File: src/hdl/lmsnt_pkg.sv
// ----------------------------------------------------------------------------
// lmsnt_pkg
// Shared types, widths, codes and saturation helpers for the two-input
// LMS neuron trainer.
// ----------------------------------------------------------------------------
package lmsnt_pkg;

  // Field widths and fixed-point formats
  localparam int DATA_WIDTH   = 16;  // Q8.8 samples, prediction, error
  localparam int WEIGHT_WIDTH = 24;  // Q8.16 weights and bias
  localparam int RATE_WIDTH   = 16;  // Q0.16 step size, unsigned
  localparam int DATA_FRAC    = 8;
  localparam int WEIGHT_FRAC  = 16;
  localparam int RATE_FRAC    = 16;

  // Gradient step g = 2*rate*error: unsigned rate, signed error, doubled
  localparam int G_WIDTH     = RATE_WIDTH + DATA_WIDTH + 2;
  // Multiplicand of the serial multiplier covers weights, rate and g
  localparam int MCAND_WIDTH = (G_WIDTH > WEIGHT_WIDTH) ? G_WIDTH : WEIGHT_WIDTH;
  localparam int PROD_WIDTH  = MCAND_WIDTH + DATA_WIDTH;
  // Prediction accumulator: two products plus the shifted bias
  localparam int ACC_WIDTH   = PROD_WIDTH + 2;
  // Weight update difference
  localparam int UPD_WIDTH   = PROD_WIDTH + 1;

  // Rounding shifts of the updates
  localparam int WSH = RATE_FRAC + DATA_FRAC + DATA_FRAC - WEIGHT_FRAC;
  localparam int BSH = RATE_FRAC + DATA_FRAC - WEIGHT_FRAC;

  // Configuration port
  localparam int CFG_INDEX_WIDTH = 2;
  localparam int CFG_DATA_WIDTH  = WEIGHT_WIDTH;

  localparam logic [CFG_INDEX_WIDTH-1:0] REG_LEARN_RATE = 2'd0;
  localparam logic [CFG_INDEX_WIDTH-1:0] REG_INIT_W1    = 2'd1;
  localparam logic [CFG_INDEX_WIDTH-1:0] REG_INIT_W2    = 2'd2;
  localparam logic [CFG_INDEX_WIDTH-1:0] REG_INIT_BIAS  = 2'd3;

  localparam logic [RATE_WIDTH-1:0] RATE_RESET = 16'd16384;  // 0.25

  // Op codes
  localparam logic [1:0] OP_PREDICT = 2'd0;
  localparam logic [1:0] OP_TRAIN   = 2'd1;
  localparam logic [1:0] OP_RELOAD  = 2'd2;

  // Saturation bounds, held at the width of the value being clipped
  localparam logic signed [ACC_WIDTH-1:0] DATA_HI =
    {{(ACC_WIDTH-DATA_WIDTH+1){1'b0}}, {(DATA_WIDTH-1){1'b1}}};
  localparam logic signed [ACC_WIDTH-1:0] DATA_LO =
    {{(ACC_WIDTH-DATA_WIDTH+1){1'b1}}, {(DATA_WIDTH-1){1'b0}}};
  localparam logic signed [UPD_WIDTH-1:0] WGT_HI =
    {{(UPD_WIDTH-WEIGHT_WIDTH+1){1'b0}}, {(WEIGHT_WIDTH-1){1'b1}}};
  localparam logic signed [UPD_WIDTH-1:0] WGT_LO =
    {{(UPD_WIDTH-WEIGHT_WIDTH+1){1'b1}}, {(WEIGHT_WIDTH-1){1'b0}}};

  // Payloads
  typedef struct packed {
    logic [1:0]                   op;
    logic signed [DATA_WIDTH-1:0] first_input;
    logic signed [DATA_WIDTH-1:0] second_input;
    logic signed [DATA_WIDTH-1:0] target_value;
  } sample_t;

  typedef struct packed {
    logic signed [DATA_WIDTH-1:0]   prediction;
    logic signed [DATA_WIDTH-1:0]   error_value;
    logic signed [WEIGHT_WIDTH-1:0] weight_one_now;
    logic signed [WEIGHT_WIDTH-1:0] weight_two_now;
    logic signed [WEIGHT_WIDTH-1:0] bias_now;
    logic                           saturated_flag;
  } result_t;

  // Serial multiplier status
  typedef struct packed {
    logic busy;
    logic done;
  } mul_stat_t;

  // Sequencer states
  typedef enum logic [3:0] {
    ST_IDLE,
    ST_MUL_W1,
    ST_MUL_W2,
    ST_ROUND,
    ST_ERROR,
    ST_MUL_G,
    ST_MUL_D1,
    ST_UPD_W1,
    ST_MUL_D2,
    ST_UPD_W2,
    ST_RND_B,
    ST_UPD_B,
    ST_EMIT
  } state_t;

  // Clipped value plus clip indication
  typedef struct packed {
    logic signed [DATA_WIDTH-1:0] value;
    logic                         clipped;
  } data_clip_t;

  typedef struct packed {
    logic signed [WEIGHT_WIDTH-1:0] value;
    logic                           clipped;
  } weight_clip_t;

  function automatic data_clip_t clip_data(input logic signed [ACC_WIDTH-1:0] v);
    data_clip_t r;
    if (v > DATA_HI) begin
      r.value   = DATA_HI[DATA_WIDTH-1:0];
      r.clipped = 1'b1;
    end else if (v < DATA_LO) begin
      r.value   = DATA_LO[DATA_WIDTH-1:0];
      r.clipped = 1'b1;
    end else begin
      r.value   = v[DATA_WIDTH-1:0];
      r.clipped = 1'b0;
    end
    return r;
  endfunction

  function automatic weight_clip_t clip_weight(input logic signed [UPD_WIDTH-1:0] v);
    weight_clip_t r;
    if (v > WGT_HI) begin
      r.value   = WGT_HI[WEIGHT_WIDTH-1:0];
      r.clipped = 1'b1;
    end else if (v < WGT_LO) begin
      r.value   = WGT_LO[WEIGHT_WIDTH-1:0];
      r.clipped = 1'b1;
    end else begin
      r.value   = v[WEIGHT_WIDTH-1:0];
      r.clipped = 1'b0;
    end
    return r;
  endfunction

endpackage

File: src/hdl/lms_two_input_neuron_trainer.sv
// ----------------------------------------------------------------------------
// lms_two_input_neuron_trainer
// Two-input ADALINE neuron with LMS training in fixed point. All products go
// through one shared bit-serial multiplier under a small sequencer.
//
//   channel  | signals                                   | role
//   ---------+-------------------------------------------+-------------------
//   sample   | sample_valid, sample_ready, sample        | op, x1, x2, target
//   result   | result_valid, result_ready, result        | pred, err, weights
//   config   | cfg_write, cfg_index, cfg_data            | rate, init values
//
// Each product runs in the shared multiplier as a load, a serial step per
// multiplier bit and a done; predict items need two, train items five.
// Reset is synchronous; weights and bias come up at zero, rate at 0.25.
// A new item is taken while a finished result still waits; the sequencer
// holds in its last step until the result register is free.
// ----------------------------------------------------------------------------
module lms_two_input_neuron_trainer
  import lmsnt_pkg::*;
(
  input  logic                       clk,
  input  logic                       rst,
  input  logic                       sample_valid,
  output logic                       sample_ready,
  input  sample_t                    sample,
  output logic                       result_valid,
  input  logic                       result_ready,
  output result_t                    result,
  input  logic                       cfg_write,
  input  logic [CFG_INDEX_WIDTH-1:0] cfg_index,
  input  logic [CFG_DATA_WIDTH-1:0]  cfg_data
);

  localparam logic signed [ACC_WIDTH-1:0] PRED_HALF =
    {{(ACC_WIDTH-WEIGHT_FRAC){1'b0}}, 1'b1, {(WEIGHT_FRAC-1){1'b0}}};
  localparam logic signed [PROD_WIDTH-1:0] DELTA_HALF =
    {{(PROD_WIDTH-WSH){1'b0}}, 1'b1, {(WSH-1){1'b0}}};
  localparam logic signed [PROD_WIDTH-1:0] BIAS_HALF =
    {{(PROD_WIDTH-BSH){1'b0}}, 1'b1, {(BSH-1){1'b0}}};

  // Sequencer
  state_t state;
  state_t state_next;

  // Configuration registers
  logic [RATE_WIDTH-1:0]          learn_rate;
  logic signed [WEIGHT_WIDTH-1:0] init_weight_one;
  logic signed [WEIGHT_WIDTH-1:0] init_weight_two;
  logic signed [WEIGHT_WIDTH-1:0] init_bias;

  // Neuron state
  logic signed [WEIGHT_WIDTH-1:0] weight_one;
  logic signed [WEIGHT_WIDTH-1:0] weight_two;
  logic signed [WEIGHT_WIDTH-1:0] bias_value;

  // Item registers
  logic [1:0]                   op_q;
  logic signed [DATA_WIDTH-1:0] x1_q;
  logic signed [DATA_WIDTH-1:0] x2_q;
  logic signed [DATA_WIDTH-1:0] tgt_q;
  logic signed [ACC_WIDTH-1:0]  acc;
  logic signed [DATA_WIDTH-1:0] pred_q;
  logic signed [DATA_WIDTH-1:0] err_q;
  logic signed [G_WIDTH-1:0]    g_q;
  logic signed [PROD_WIDTH-1:0] d_q;
  logic                         flag_q;

  // Multiplier hookup
  logic                          mul_start;
  logic signed [MCAND_WIDTH-1:0] mul_mcand;
  logic signed [DATA_WIDTH-1:0]  mul_mplr;
  logic signed [PROD_WIDTH-1:0]  mul_product;
  mul_stat_t                     mul_stat;
  logic                          mul_state;

  // Control strobes
  logic sample_accept;
  logic load_result;

  // Datapath intermediates
  logic signed [ACC_WIDTH-1:0]    bias_shifted;
  logic signed [ACC_WIDTH-1:0]    prod_ext;
  logic signed [ACC_WIDTH-1:0]    acc_round;
  logic signed [ACC_WIDTH-1:0]    pred_wide;
  data_clip_t                     pred_clip;
  logic [DATA_WIDTH:0]            err_diff;
  logic signed [ACC_WIDTH-1:0]    err_wide;
  data_clip_t                     err_clip;
  logic signed [PROD_WIDTH-1:0]   prod_round;
  logic signed [PROD_WIDTH-1:0]   delta_prod;
  logic signed [PROD_WIDTH-1:0]   g_ext;
  logic signed [PROD_WIDTH-1:0]   g_round;
  logic signed [PROD_WIDTH-1:0]   delta_bias;
  logic signed [WEIGHT_WIDTH-1:0] w_sel;
  logic signed [UPD_WIDTH-1:0]    w_sel_ext;
  logic signed [UPD_WIDTH-1:0]    d_ext;
  logic signed [UPD_WIDTH-1:0]    upd_diff;
  weight_clip_t                   upd_clip;

  assign sample_accept = sample_valid && sample_ready;

  // Shared serial multiplier
  lmsnt_serial_mul u_mul (
    .clk     (clk),
    .rst     (rst),
    .start   (mul_start),
    .mcand   (mul_mcand),
    .mplr    (mul_mplr),
    .product (mul_product),
    .stat    (mul_stat)
  );

  // Next state
  always_comb begin
    state_next = state;
    case (state)
      ST_IDLE: begin
        if (sample_valid) begin
          state_next = (sample.op == OP_RELOAD) ? ST_EMIT : ST_MUL_W1;
        end
      end
      ST_MUL_W1: if (mul_stat.done) state_next = ST_MUL_W2;
      ST_MUL_W2: if (mul_stat.done) state_next = ST_ROUND;
      ST_ROUND:  state_next = ST_ERROR;
      ST_ERROR:  state_next = (op_q == OP_TRAIN) ? ST_MUL_G : ST_EMIT;
      ST_MUL_G:  if (mul_stat.done) state_next = ST_MUL_D1;
      ST_MUL_D1: if (mul_stat.done) state_next = ST_UPD_W1;
      ST_UPD_W1: state_next = ST_MUL_D2;
      ST_MUL_D2: if (mul_stat.done) state_next = ST_UPD_W2;
      ST_UPD_W2: state_next = ST_RND_B;
      ST_RND_B:  state_next = ST_UPD_B;
      ST_UPD_B:  state_next = ST_EMIT;
      ST_EMIT: begin
        if (!result_valid || result_ready) begin
          state_next = ST_IDLE;
        end
      end
      default:   state_next = ST_IDLE;
    endcase
  end

  // Sequencer outputs: handshake, multiplier operands
  always_comb begin
    sample_ready = 1'b0;
    load_result  = 1'b0;
    mul_state    = 1'b0;
    mul_mcand    = '0;
    mul_mplr     = '0;
    case (state)
      ST_IDLE: sample_ready = 1'b1;
      ST_MUL_W1: begin
        mul_state = 1'b1;
        mul_mcand = $signed({{(MCAND_WIDTH-WEIGHT_WIDTH){weight_one[WEIGHT_WIDTH-1]}},
                             weight_one});
        mul_mplr  = x1_q;
      end
      ST_MUL_W2: begin
        mul_state = 1'b1;
        mul_mcand = $signed({{(MCAND_WIDTH-WEIGHT_WIDTH){weight_two[WEIGHT_WIDTH-1]}},
                             weight_two});
        mul_mplr  = x2_q;
      end
      ST_MUL_G: begin
        mul_state = 1'b1;
        mul_mcand = $signed({{(MCAND_WIDTH-RATE_WIDTH){1'b0}}, learn_rate});
        mul_mplr  = err_q;
      end
      ST_MUL_D1: begin
        mul_state = 1'b1;
        mul_mcand = MCAND_WIDTH'(g_q);
        mul_mplr  = x1_q;
      end
      ST_MUL_D2: begin
        mul_state = 1'b1;
        mul_mcand = MCAND_WIDTH'(g_q);
        mul_mplr  = x2_q;
      end
      ST_EMIT: load_result = !result_valid || result_ready;
      default: ;
    endcase
    mul_start = mul_state && !mul_stat.busy && !mul_stat.done;
  end

  // Arithmetic between steps
  always_comb begin
    bias_shifted = $signed({{(ACC_WIDTH-WEIGHT_WIDTH-DATA_FRAC){bias_value[WEIGHT_WIDTH-1]}},
                            bias_value, {DATA_FRAC{1'b0}}});
    prod_ext     = $signed({{(ACC_WIDTH-PROD_WIDTH){mul_product[PROD_WIDTH-1]}},
                            mul_product});
    // prediction: round to Q8.8, ties up, then clip
    acc_round    = acc + PRED_HALF;
    pred_wide    = acc_round >>> WEIGHT_FRAC;
    pred_clip    = clip_data(pred_wide);
    // error: prediction minus target
    err_diff     = {pred_q[DATA_WIDTH-1], pred_q} - {tgt_q[DATA_WIDTH-1], tgt_q};
    err_wide     = $signed({{(ACC_WIDTH-DATA_WIDTH-1){err_diff[DATA_WIDTH]}}, err_diff});
    err_clip     = clip_data(err_wide);
    // weight deltas: g*x rounded to Q8.16
    prod_round   = mul_product + DELTA_HALF;
    delta_prod   = prod_round >>> WSH;
    // bias delta: g rounded to Q8.16
    g_ext        = $signed({{(PROD_WIDTH-G_WIDTH){g_q[G_WIDTH-1]}}, g_q});
    g_round      = g_ext + BIAS_HALF;
    delta_bias   = g_round >>> BSH;
    // one shared update subtractor
    case (state)
      ST_UPD_W1: w_sel = weight_one;
      ST_UPD_W2: w_sel = weight_two;
      default:   w_sel = bias_value;
    endcase
    w_sel_ext = $signed({{(UPD_WIDTH-WEIGHT_WIDTH){w_sel[WEIGHT_WIDTH-1]}}, w_sel});
    d_ext     = $signed({d_q[PROD_WIDTH-1], d_q});
    upd_diff  = w_sel_ext - d_ext;
    upd_clip  = clip_weight(upd_diff);
  end

  // Control state, configuration and weights
  always_ff @(posedge clk) begin
    if (rst) begin
      state           <= ST_IDLE;
      result_valid    <= 1'b0;
      learn_rate      <= RATE_RESET;
      init_weight_one <= '0;
      init_weight_two <= '0;
      init_bias       <= '0;
      weight_one      <= '0;
      weight_two      <= '0;
      bias_value      <= '0;
    end else begin
      state <= state_next;

      if (load_result) begin
        result_valid <= 1'b1;
      end else if (result_ready) begin
        result_valid <= 1'b0;
      end

      if (cfg_write) begin
        case (cfg_index)
          REG_LEARN_RATE: learn_rate      <= cfg_data[RATE_WIDTH-1:0];
          REG_INIT_W1:    init_weight_one <= cfg_data[WEIGHT_WIDTH-1:0];
          REG_INIT_W2:    init_weight_two <= cfg_data[WEIGHT_WIDTH-1:0];
          REG_INIT_BIAS:  init_bias       <= cfg_data[WEIGHT_WIDTH-1:0];
          default: ;
        endcase
      end

      if (sample_accept && sample.op == OP_RELOAD) begin
        weight_one <= init_weight_one;
        weight_two <= init_weight_two;
        bias_value <= init_bias;
      end
      if (state == ST_UPD_W1) weight_one <= upd_clip.value;
      if (state == ST_UPD_W2) weight_two <= upd_clip.value;
      if (state == ST_UPD_B)  bias_value <= upd_clip.value;
    end
  end

  // Item datapath
  always_ff @(posedge clk) begin
    if (sample_accept) begin
      op_q   <= sample.op;
      x1_q   <= sample.first_input;
      x2_q   <= sample.second_input;
      tgt_q  <= sample.target_value;
      acc    <= bias_shifted;
      pred_q <= '0;
      err_q  <= '0;
      flag_q <= 1'b0;
    end
    case (state)
      ST_MUL_W1, ST_MUL_W2: begin
        if (mul_stat.done) acc <= acc + prod_ext;
      end
      ST_ROUND: begin
        pred_q <= pred_clip.value;
        flag_q <= flag_q | pred_clip.clipped;
      end
      ST_ERROR: begin
        err_q  <= err_clip.value;
        flag_q <= flag_q | err_clip.clipped;
      end
      ST_MUL_G: begin
        if (mul_stat.done) g_q <= {mul_product[G_WIDTH-2:0], 1'b0};
      end
      ST_MUL_D1, ST_MUL_D2: begin
        if (mul_stat.done) d_q <= delta_prod;
      end
      ST_RND_B: d_q <= delta_bias;
      ST_UPD_W1, ST_UPD_W2, ST_UPD_B: flag_q <= flag_q | upd_clip.clipped;
      default: ;
    endcase
  end

  // Result register
  always_ff @(posedge clk) begin
    if (load_result) begin
      result.prediction     <= pred_q;
      result.error_value    <= err_q;
      result.weight_one_now <= weight_one;
      result.weight_two_now <= weight_two;
      result.bias_now       <= bias_value;
      result.saturated_flag <= flag_q;
    end
  end

`ifndef SYNTH
  // The multiplier is only started when idle and its last product is consumed
  a_mul_start_idle: assert property (@(posedge clk) disable iff (rst)
    mul_start |-> (!mul_stat.busy && !mul_stat.done))
    else $error("serial multiplier started while busy");

  // A finished product only appears in a multiply step
  a_done_in_mul_step: assert property (@(posedge clk) disable iff (rst)
    mul_stat.done |-> (state == ST_MUL_W1 || state == ST_MUL_W2 || state == ST_MUL_G ||
                       state == ST_MUL_D1 || state == ST_MUL_D2))
    else $error("multiplier done outside a multiply step");

  // First weight only moves on its update step or a reload
  a_weight_one_hold: assert property (@(posedge clk) disable iff (rst)
    (state != ST_UPD_W1 && state != ST_IDLE) |=> $stable(weight_one))
    else $error("weight_one changed outside its update");
`endif

endmodule

File: src/hdl/lmsnt_serial_mul.sv
// ----------------------------------------------------------------------------
// lmsnt_serial_mul
// Bit-serial signed shift-and-add multiplier. The multiplier operand shifts
// out one bit per cycle, LSB first; the top bit carries negative weight.
// ----------------------------------------------------------------------------
module lmsnt_serial_mul
  import lmsnt_pkg::*;
(
  input  logic                           clk,
  input  logic                           rst,
  input  logic                           start,
  input  logic signed [MCAND_WIDTH-1:0]  mcand,
  input  logic signed [DATA_WIDTH-1:0]   mplr,
  output logic signed [PROD_WIDTH-1:0]   product,
  output mul_stat_t                      stat
);

  localparam int CNT_WIDTH = $clog2(DATA_WIDTH);
  localparam logic [CNT_WIDTH-1:0] CNT_LAST = CNT_WIDTH'(DATA_WIDTH - 1);

  logic                         busy;
  logic                         done;
  logic [CNT_WIDTH-1:0]         cnt;
  logic signed [PROD_WIDTH-1:0] mcand_sh;
  logic [DATA_WIDTH-1:0]        mplr_sh;
  logic signed [PROD_WIDTH-1:0] prod;
  logic signed [PROD_WIDTH-1:0] addend;
  logic signed [PROD_WIDTH-1:0] prod_next;
  logic                         last;

  assign last = (cnt == CNT_LAST);

  // One partial product per cycle; sign bit of multiplier is subtracted
  always_comb begin
    addend    = mplr_sh[0] ? mcand_sh : '0;
    prod_next = last ? (prod - addend) : (prod + addend);
  end

  // Control
  always_ff @(posedge clk) begin
    if (rst) begin
      busy <= 1'b0;
      done <= 1'b0;
      cnt  <= '0;
    end else begin
      done <= 1'b0;
      if (start && !busy) begin
        busy <= 1'b1;
        cnt  <= '0;
      end else if (busy) begin
        cnt <= cnt + 1'b1;
        if (last) begin
          busy <= 1'b0;
          done <= 1'b1;
        end
      end
    end
  end

  // Shift registers and accumulator
  always_ff @(posedge clk) begin
    if (start && !busy) begin
      mcand_sh <= $signed({{(PROD_WIDTH-MCAND_WIDTH){mcand[MCAND_WIDTH-1]}}, mcand});
      mplr_sh  <= mplr;
      prod     <= '0;
    end else if (busy) begin
      mcand_sh <= mcand_sh <<< 1;
      mplr_sh  <= mplr_sh >> 1;
      prod     <= prod_next;
    end
  end

  assign product   = prod;
  assign stat.busy = busy;
  assign stat.done = done;

endmodule

File: config.mk
export PLATFORM = sky130hd
export DESIGN_NAME = lms_two_input_neuron_trainer
export DESIGN_NICKNAME = d
export VERILOG_FILES = /design/src/hdl/lmsnt_pkg.sv /design/src/hdl/lms_two_input_neuron_trainer.sv /design/src/hdl/lmsnt_serial_mul.sv
export SDC_FILE = /design/constraint.sdc
export NUM_CORES = 1
export LEC_CHECK = 0
export BUFFER_PORTS_ARGS = -buffer_cell sky130_fd_sc_hd__buf_2
export CORE_MARGIN = 2
export CORE_UTILIZATION = 41
export DETAILED_ROUTE_END_ITERATION = 8
export GPL_TIMING_DRIVEN = 1
export MAX_ROUTING_LAYER = met4
export SLEW_MARGIN = 25
export SYNTH_ARGS = -nofsm -noshare
export SYNTH_HDL_FRONTEND = slang
export SYNTH_SLANG_ARGS = --single-unit
export TNS_END_PERCENT = 20
File: constraint.sdc
create_clock -name clk -period 6.14 [get_ports clk]
set_input_delay 0 -clock clk [delete_from_list [all_inputs] [get_ports clk]]
set_output_delay 0 -clock clk [all_outputs]
set_load 0.05 [all_outputs]
# Yosys cells after proc, flatten, opt, wreduce, memory -nomap -nowiden
# Index checks and enable logic that the tools add are counted.
dict set report totals {
  regBits 610
  latch_bits 0
  ram_bits 0
  mem_bits_ro 0
  inputBits 81
  out_inout_bits 107
  word_cells 161
  mem_count 0
}
dict set report classes {
  addsub 9
  n_mul 0
  n_div 0
  n_lt_le_gt_ge 6
  eq_ne 26
  n_shift 0
  muxes 50
  n_bitwise 4
  reduce_logical 35
}
# op n
set op_table {}
lappend op_table {{50-bit 2-to-1 mux} 5}
lappend op_table {{52-bit 2-to-1 mux} 3}
lappend op_table {{24-bit 2-to-1 mux} 6}
lappend op_table {{34-bit one-hot mux with 4 select lines} 1}
lappend op_table {{50-bit one-hot mux with 2 select lines} 1}
lappend op_table {{16-bit 2-to-1 mux} 5}
lappend op_table {{17-bit 2-to-1 mux} 4}
lappend op_table {{52-bit by 17-bit adder with 52-bit output (second input constant)} 1}
lappend op_table {{52-bit by 50-bit adder with 52-bit output} 1}
lappend op_table {{4-bit one-hot mux with 13 select lines} 1}
lappend op_table {{51-bit by 24-bit greater-than comparator with 1-bit output (second input constant)} 1}
lappend op_table {{51-bit by 24-bit less-than comparator with 1-bit output (second input constant)} 1}
lappend op_table {{24-bit by 50-bit subtractor with 51-bit output} 1}
lappend op_table {{50-bit by 17-bit adder with 50-bit output (second input constant)} 1}
lappend op_table {{50-bit adder} 1}
lappend op_table {{25-bit 2-to-1 mux} 2}
lappend op_table {{50-bit subtractor} 1}
lappend op_table {{16-bit one-hot mux with 3 select lines} 1}
lappend op_table {{24-bit one-hot mux with 2 select lines} 1}
lappend op_table {{36-bit by 16-bit greater-than comparator with 1-bit output (second input constant)} 1}
lappend op_table {{36-bit by 16-bit less-than comparator with 1-bit output (second input constant)} 1}
lappend op_table {{4-bit 2-to-1 mux} 9}
lappend op_table {{34-bit by 9-bit adder with 35-bit output (second input constant)} 1}
lappend op_table {{4-bit == test (second input constant)} 6}
lappend op_table {{other kinds (27)} 74}

# Longest topological paths before layout
dict set report logic_depth {
  depth_word 8
  depth_mapped 25
  depth_no_buf 22
}

# By module
# A second synthesis with hierarchy kept.
dict set report unflattened {
  hier_cells 3879
  hier_area_um2 34339.2
}
# mod n_inst cells_each area_per_inst_um2 seq_area_each_um2
set by_module_without_submodules {}
lappend by_module_without_submodules {lms_two_input_neuron_trainer 1 2761 25448.2 12001.5}
lappend by_module_without_submodules {lmsnt_serial_mul 1 1118 8891.0 3103.0}

# Worst setup path before layout
# OpenSTA, ideal clock, no wires.
dict set report synth_timing {
  path_type {reg2reg}
  from {reg state[2]}
  to {reg result[0] (netlist bit), enable pin}
  setup_ps 581
  arrival_ps 5419
  required_time_ps 5559
  slack_ps 140
  path_stages_with_launch 5
  n_path_buf 1
  synth_period_minus_slack_ps 6000
  cell_sequence {dfxtp_1 > buf_2 > nor2b_1 > nand3b_1 > nor2b_1}
}
dict set report synth_between {
  elab_chain_cells 2
}
# element line_no
set synth_rtl {}
lappend synth_rtl {{start: declaration} lms_two_input_neuron_trainer.sv:42} ;# state_t state;
lappend synth_rtl {{start signal: assignment} lms_two_input_neuron_trainer.sv:230} ;# state <= state_next;
lappend synth_rtl {{4-bit == test} lms_two_input_neuron_trainer.sv:149} ;# case (state)
lappend synth_rtl {{1-bit 2-to-1 mux} lms_two_input_neuron_trainer.sv:149}
lappend synth_rtl {{named net load_result} lms_two_input_neuron_trainer.sv:78} ;# logic load_result;
lappend synth_rtl {{end: declaration} lms_two_input_neuron_trainer.sv:28} ;# output result_t result,
# The timed path passes the listed nets, and every way through them passes these cells.
# A chain may end at the register's enable or synchronous reset.

# Worst setup path after layout
dict set report layout_timing {
  from {reg u_mul.mcand_sh[14]}
  to {reg u_mul.prod[44], in the netlist u_mul.product[44]}
}
dict set report layout_between {
  elab_chain_cells 3
  elab_cells_between_ends 4
  cone_classes {add/sub: 2; mux: 2}
}
# element line_no
set layout_rtl {}
lappend layout_rtl {{start: declaration} lmsnt_serial_mul.sv:24} ;# logic signed [PROD_WIDTH-1:0] mcand_sh;
lappend layout_rtl {{start signal: assignment} lmsnt_serial_mul.sv:63} ;# mcand_sh <= $signed({{(PROD_WIDTH-MCAND_WIDTH){mcand[MCAND_WIDTH-1]}}, mcand});
lappend layout_rtl {{start signal: assignment} lmsnt_serial_mul.sv:67} ;# mcand_sh <= mcand_sh <<< 1;
lappend layout_rtl {{50-bit 2-to-1 mux (*)} lmsnt_serial_mul.sv:35} ;# addend = mplr_sh[0] ? mcand_sh : '0;
lappend layout_rtl {{50-bit adder / 50-bit subtractor (equally long branches)} lmsnt_serial_mul.sv:36} ;# prod_next = last ? (prod - addend) : (prod + addend);
lappend layout_rtl {{50-bit 2-to-1 mux (*)} lmsnt_serial_mul.sv:36}
lappend layout_rtl {{end signal: assignment} lmsnt_serial_mul.sv:69} ;# prod <= prod_next;
lappend layout_rtl {{end: declaration} lmsnt_serial_mul.sv:26} ;# logic signed [PROD_WIDTH-1:0] prod;
# Every way passes the cells marked *; elsewhere a longest branch is shown, timed or not.

==> flow_summary_export.csv <==
group,metric,value,unit
run_status,outcome,"finished, final reports clean",
placed_design,numPortBuffers,187,
die,die_height,292,um
critical_path,worst_path_dominant_cell_family,"compound AO/OA/AOI/OAI gates",
synthesis,synth_area_leader_cell,"edfxtp_1",
global_routing,grt_overflow,0,
route,detail_route.wirelength,111000,um
route,drt_first_iter_violations,3343,
worst_hold_path,hold_class,"input port to flop",
route,wire_length_on_met2,50300,um
synthesis,postSynthNetCount,3998,
synthesis,yosysUniqueCellTypes,83,
sta,timing.final.max_slew_violations,0,
pwr,power.switching,7.10,mW
clock_tree,cts.hold.buffers_added,81,
synthesis,yosysSeqAreaShare,44.6,%
sta,slew-limit-headroom,30.0,%
critical_path,worst-path-stages,21,
global_routing,grt_max_degree,91,
sta,setup_repair_after_global_routing_missed_its_margin,"no",
synthesis,synth_top_area_share,28.4,%
synthesis,postSynth.asyncResetShare,0,%
critical_path,required_time_at_the_endpoint_of_the_critical_path,6670,ps
clock_tree,ctsHtreeMaxLevel,3,
pwr,power.density_cell_area,442,mW/mm2
critical_path,critical_path.max_fanout,11,
route,met3WireLength,7280,um
pwr,totalPowerFinal,17.3,mW
pwr,cellInternalPower,10.2,mW
worst_hold_path,hold_path_startpoint,"cfg_write",
critical_path,timing.critical_path.mode_cell,"o21ai_0",
route,drt-wirelength-per-cell,21.9,um
die,fp.dieW,292,um
critical_path,crit_path_start_kind,"flop",
placed_design,hpwlAfterDp,81000,um
die,die_outline_area,0.0850,mm2
critical_path,worst_ep_arrival_time,6050,ps
global_routing,grt_pass1_wl,168000,um
pwr,share_clk_of_total_power,24.4,%
die,initial_core_util,41.3,%
clock_tree,cts_buffers,68,
route,dr.pass1.iters,8,
synthesis,syn-mean-instance-area,9.02,um2
clock_tree,clk_root_buffer_cell,"clkbuf_16",
critical_path,rr_startpoint,"u_mul.mcand_sh[14]",
clock_tree,clock_tree_from_tritoncts,"yes",
layout,mostFrequentLayoutCells,"nand2_1 (623), a21oi_1 (347), edfxtp_1 (321)",
route,dr.max_layer_used,"met4",
sta,timing.final.setup_violations,0,
clock_tree,clockBufferDepth,3,
global_routing,grt_use_total,26.1,%
layout,seq_area,0.0151,mm2
synthesis,synth.cell_area,0.0339,mm2
route,via_total_after_detailed_routing,29700,
critical_path,rr_worst_depth,21,
route,vias_per_cell,5.86,
layout,final_layout_size_suffix_gt1_share,10.7,%
synthesis,flip_flop_and_latch_count_after_synthesis,594,
critical_path,worstReg2RegEnd,"u_mul.product[44]",
route,route.antenna.remaining_nets,0,
pwr,share_of_total_power_in_sequential_cells,35.4,%
flow_run,cap_violations,0,
sta,worst_clock_skew,33.2,ps
global_routing,antenna_violations_before_repair,0,
critical_path,worst_path_largest_cell_delay,480,ps
synthesis,synth_enable_flop_cells,321,
sta,period_needed,5520,ps
synthesis,synth.yosys.warnings,0,
sta,report.final.hold_viol_count,0,
route,drcViolationCount,0,
placed_design,place_congestion,0.940,
clock_tree,cts_post_setup_buffers_inserted,0,
die,core-area,0.0820,mm2
sta,timing.setup.tns,0,ps
sta,portion_of_the_clock_cycle_consumed_by_the_worst_path_in_the_final_layout,89.9,%
global_routing,grt_pass1_vias,27300,
clock_tree,clock_insertion_delay_worst_skew,630,ps
clock_tree,cts-resized-gates,0,
critical_path,worstPathCellList,"or3_1 > or3_1 > o21ai_0 > and2_1 > and3_1 > o21ai_0 > nand2_1 > nand2_1 > buf_4 > o211ai_1 > ha_1 > and4_1 > nand3_1 > o31ai_1 > a221o_1 > a2111oi_0 > buf_4 > o31ai_1 > a21boi_0 > xor2_1 > o21ai_0",
layout,layout.cells.most_common,"nand2_1",
critical_path,crit_slowest_cell,"edfxtp_1",
pwr,vdd.ir_drop.worst,0.000278,V
synthesis,yosys-top-cells-area,"edfxtp_1 (28%), dfxtp_1 (16%), nand2_1 (6.9%)",
synthesis,postSynthCellCount,3758,
route,wirelength_met1,50200,um
worst_hold_path,hold_end,"init_weight_one[3]",
layout,final.fill_count,7821,
critical_path,regToRegSetupSlack,620,ps
die,placementRows,105,
clock_tree,clkSinkCount,594,
pwr,leak,15.2,nW
layout,multi_input_comb_area,0.0176,mm2
clock_tree,path_clk_slew,60,ps
pwr,relative_contribution_of_combinational_cells_to_total_power,40.2,%
synthesis,synth_flop_cell,"edfxtp_1",
worst_hold_path,holdPathStages,5,
layout,fin_nets,4190,
pwr,swShare,41.1,%
sta,timing.fmax,181,MHz
sta,tightestPinTransition,1050,ps
critical_path,critical_path.n_buffers_inverters,2,
layout,area_growth,15.3,%
layout,number_of_antenna_cells_inserted,0,
critical_path,timing.setup.critical_path_class,"flop to flop",
die,design.portCount,188,
critical_path,end_kind,"flop",
## tightest hold or removal path, cell delays in order
cell      delay [ps]
buf_2            130
nand3b_1          80
buf_4            250
nand2_1          110
a21oi_1           50
## layer usage
layer / vias up / GRT usage, %
met4: 0 / 7.90
met5: - / -
li1: 14200 / -
met1: 14200 / 35.9
met3: 186 / 3.15
met2: 1125 / 40.3
## cells by family after synthesis
kind of cell	after synthesis	share of synthesized area (%)
and+or+nand+nor	1223	16.3
buffers and inverters	323	3.72
adders and majority gates	159	5.96
AOI/OAI and AO/OA	1214	23.0
DFF	594	44.6
muxes	15	0.458
xor gates and xnor gates	230	5.94
## stage by stage
stage / instances / utilization, % / area [um2] / setup WS [ps] / hold slack, ps
final: 5072 / 47.7 / 39100 / 622 / 49.0
after global routing: 5072 / 47.7 / 39100 / 178 / 66.3
after CTS: 5072 / 47.7 / 39100 / 686 / 31.6
after detailed placement: 4869 / 43.9 / 36000 / 791 / 178
after global placement: 4869 / 43.9 / 36000 / 756 / 178
after floorplan: 3758 / - / 33900 / 140 / 98.9
## power groups by stage
stage | registers (mW) | clock network, mW | logic (mW)
floorplan | 5.92 | 0 | 4.86
global placement | 6.17 | 0 | 6.85
detailed placement | 6.18 | 0 | 6.82
CTS | 6.10 | 4.27 | 6.90
global route | 6.18 | 4.43 | 7.70
finish | 6.11 | 4.22 | 6.95
## synthesized netlist by cell type (all sizes together), types with 52 or more instances
cell type and n:
nor3 52, a31oi 91, nand3 86, a22oi 72, clkbuf 170, nand2 626
xnor2 113, ha 155, o21ai 254, nor2 214, dfxtp 273, a21o 127
inv 111, xor2 117, a211oi 67, edfxtp 321, a21oi 352
## cell type report
type / instances / area share, %
flip-flops and latches: 594 / 38.6
well taps: 1070 / 3.42
repair buffers: 334 / 5.88
clock inverters: 32 / 1.19
inverters: 111 / 1.07
multi-input cells: 2841 / 45.1
clock buffers: 90 / 4.70
## state kept, by name, summed over array words and instances, names as in the netlist, 24 cells and up
register / flops
acc: 52
u_mul.product: 50
weight_two: 24
bias_value: 24
init_bias: 24
init_weight_one: 24
result: 105
d_q: 34
u_mul.mcand_sh: 50
init_weight_two: 24
weight_one: 24
g_q: 33
## worst max-delay path by stage
| stage | start | to | slack [ps] |
|---|---|---|---|
| 6_report | u_mul.mcand_sh[14] | u_mul.product[44] | 620 |
| 5_1_grt | u_mul.mcand_sh[14] | u_mul.product[46] | 180 |
| 4_1_cts | u_mul.mcand_sh[14] | u_mul.product[44] | 690 |
| 3_5_place_dp | u_mul.mcand_sh[14] | u_mul.product[44] | 790 |
| 3_3_place_gp | u_mul.mcand_sh[4] | u_mul.product[44] | 760 |
| 2_1_floorplan | state[2] | result[0] | 140 |
(Power assumes the default switching activity.)
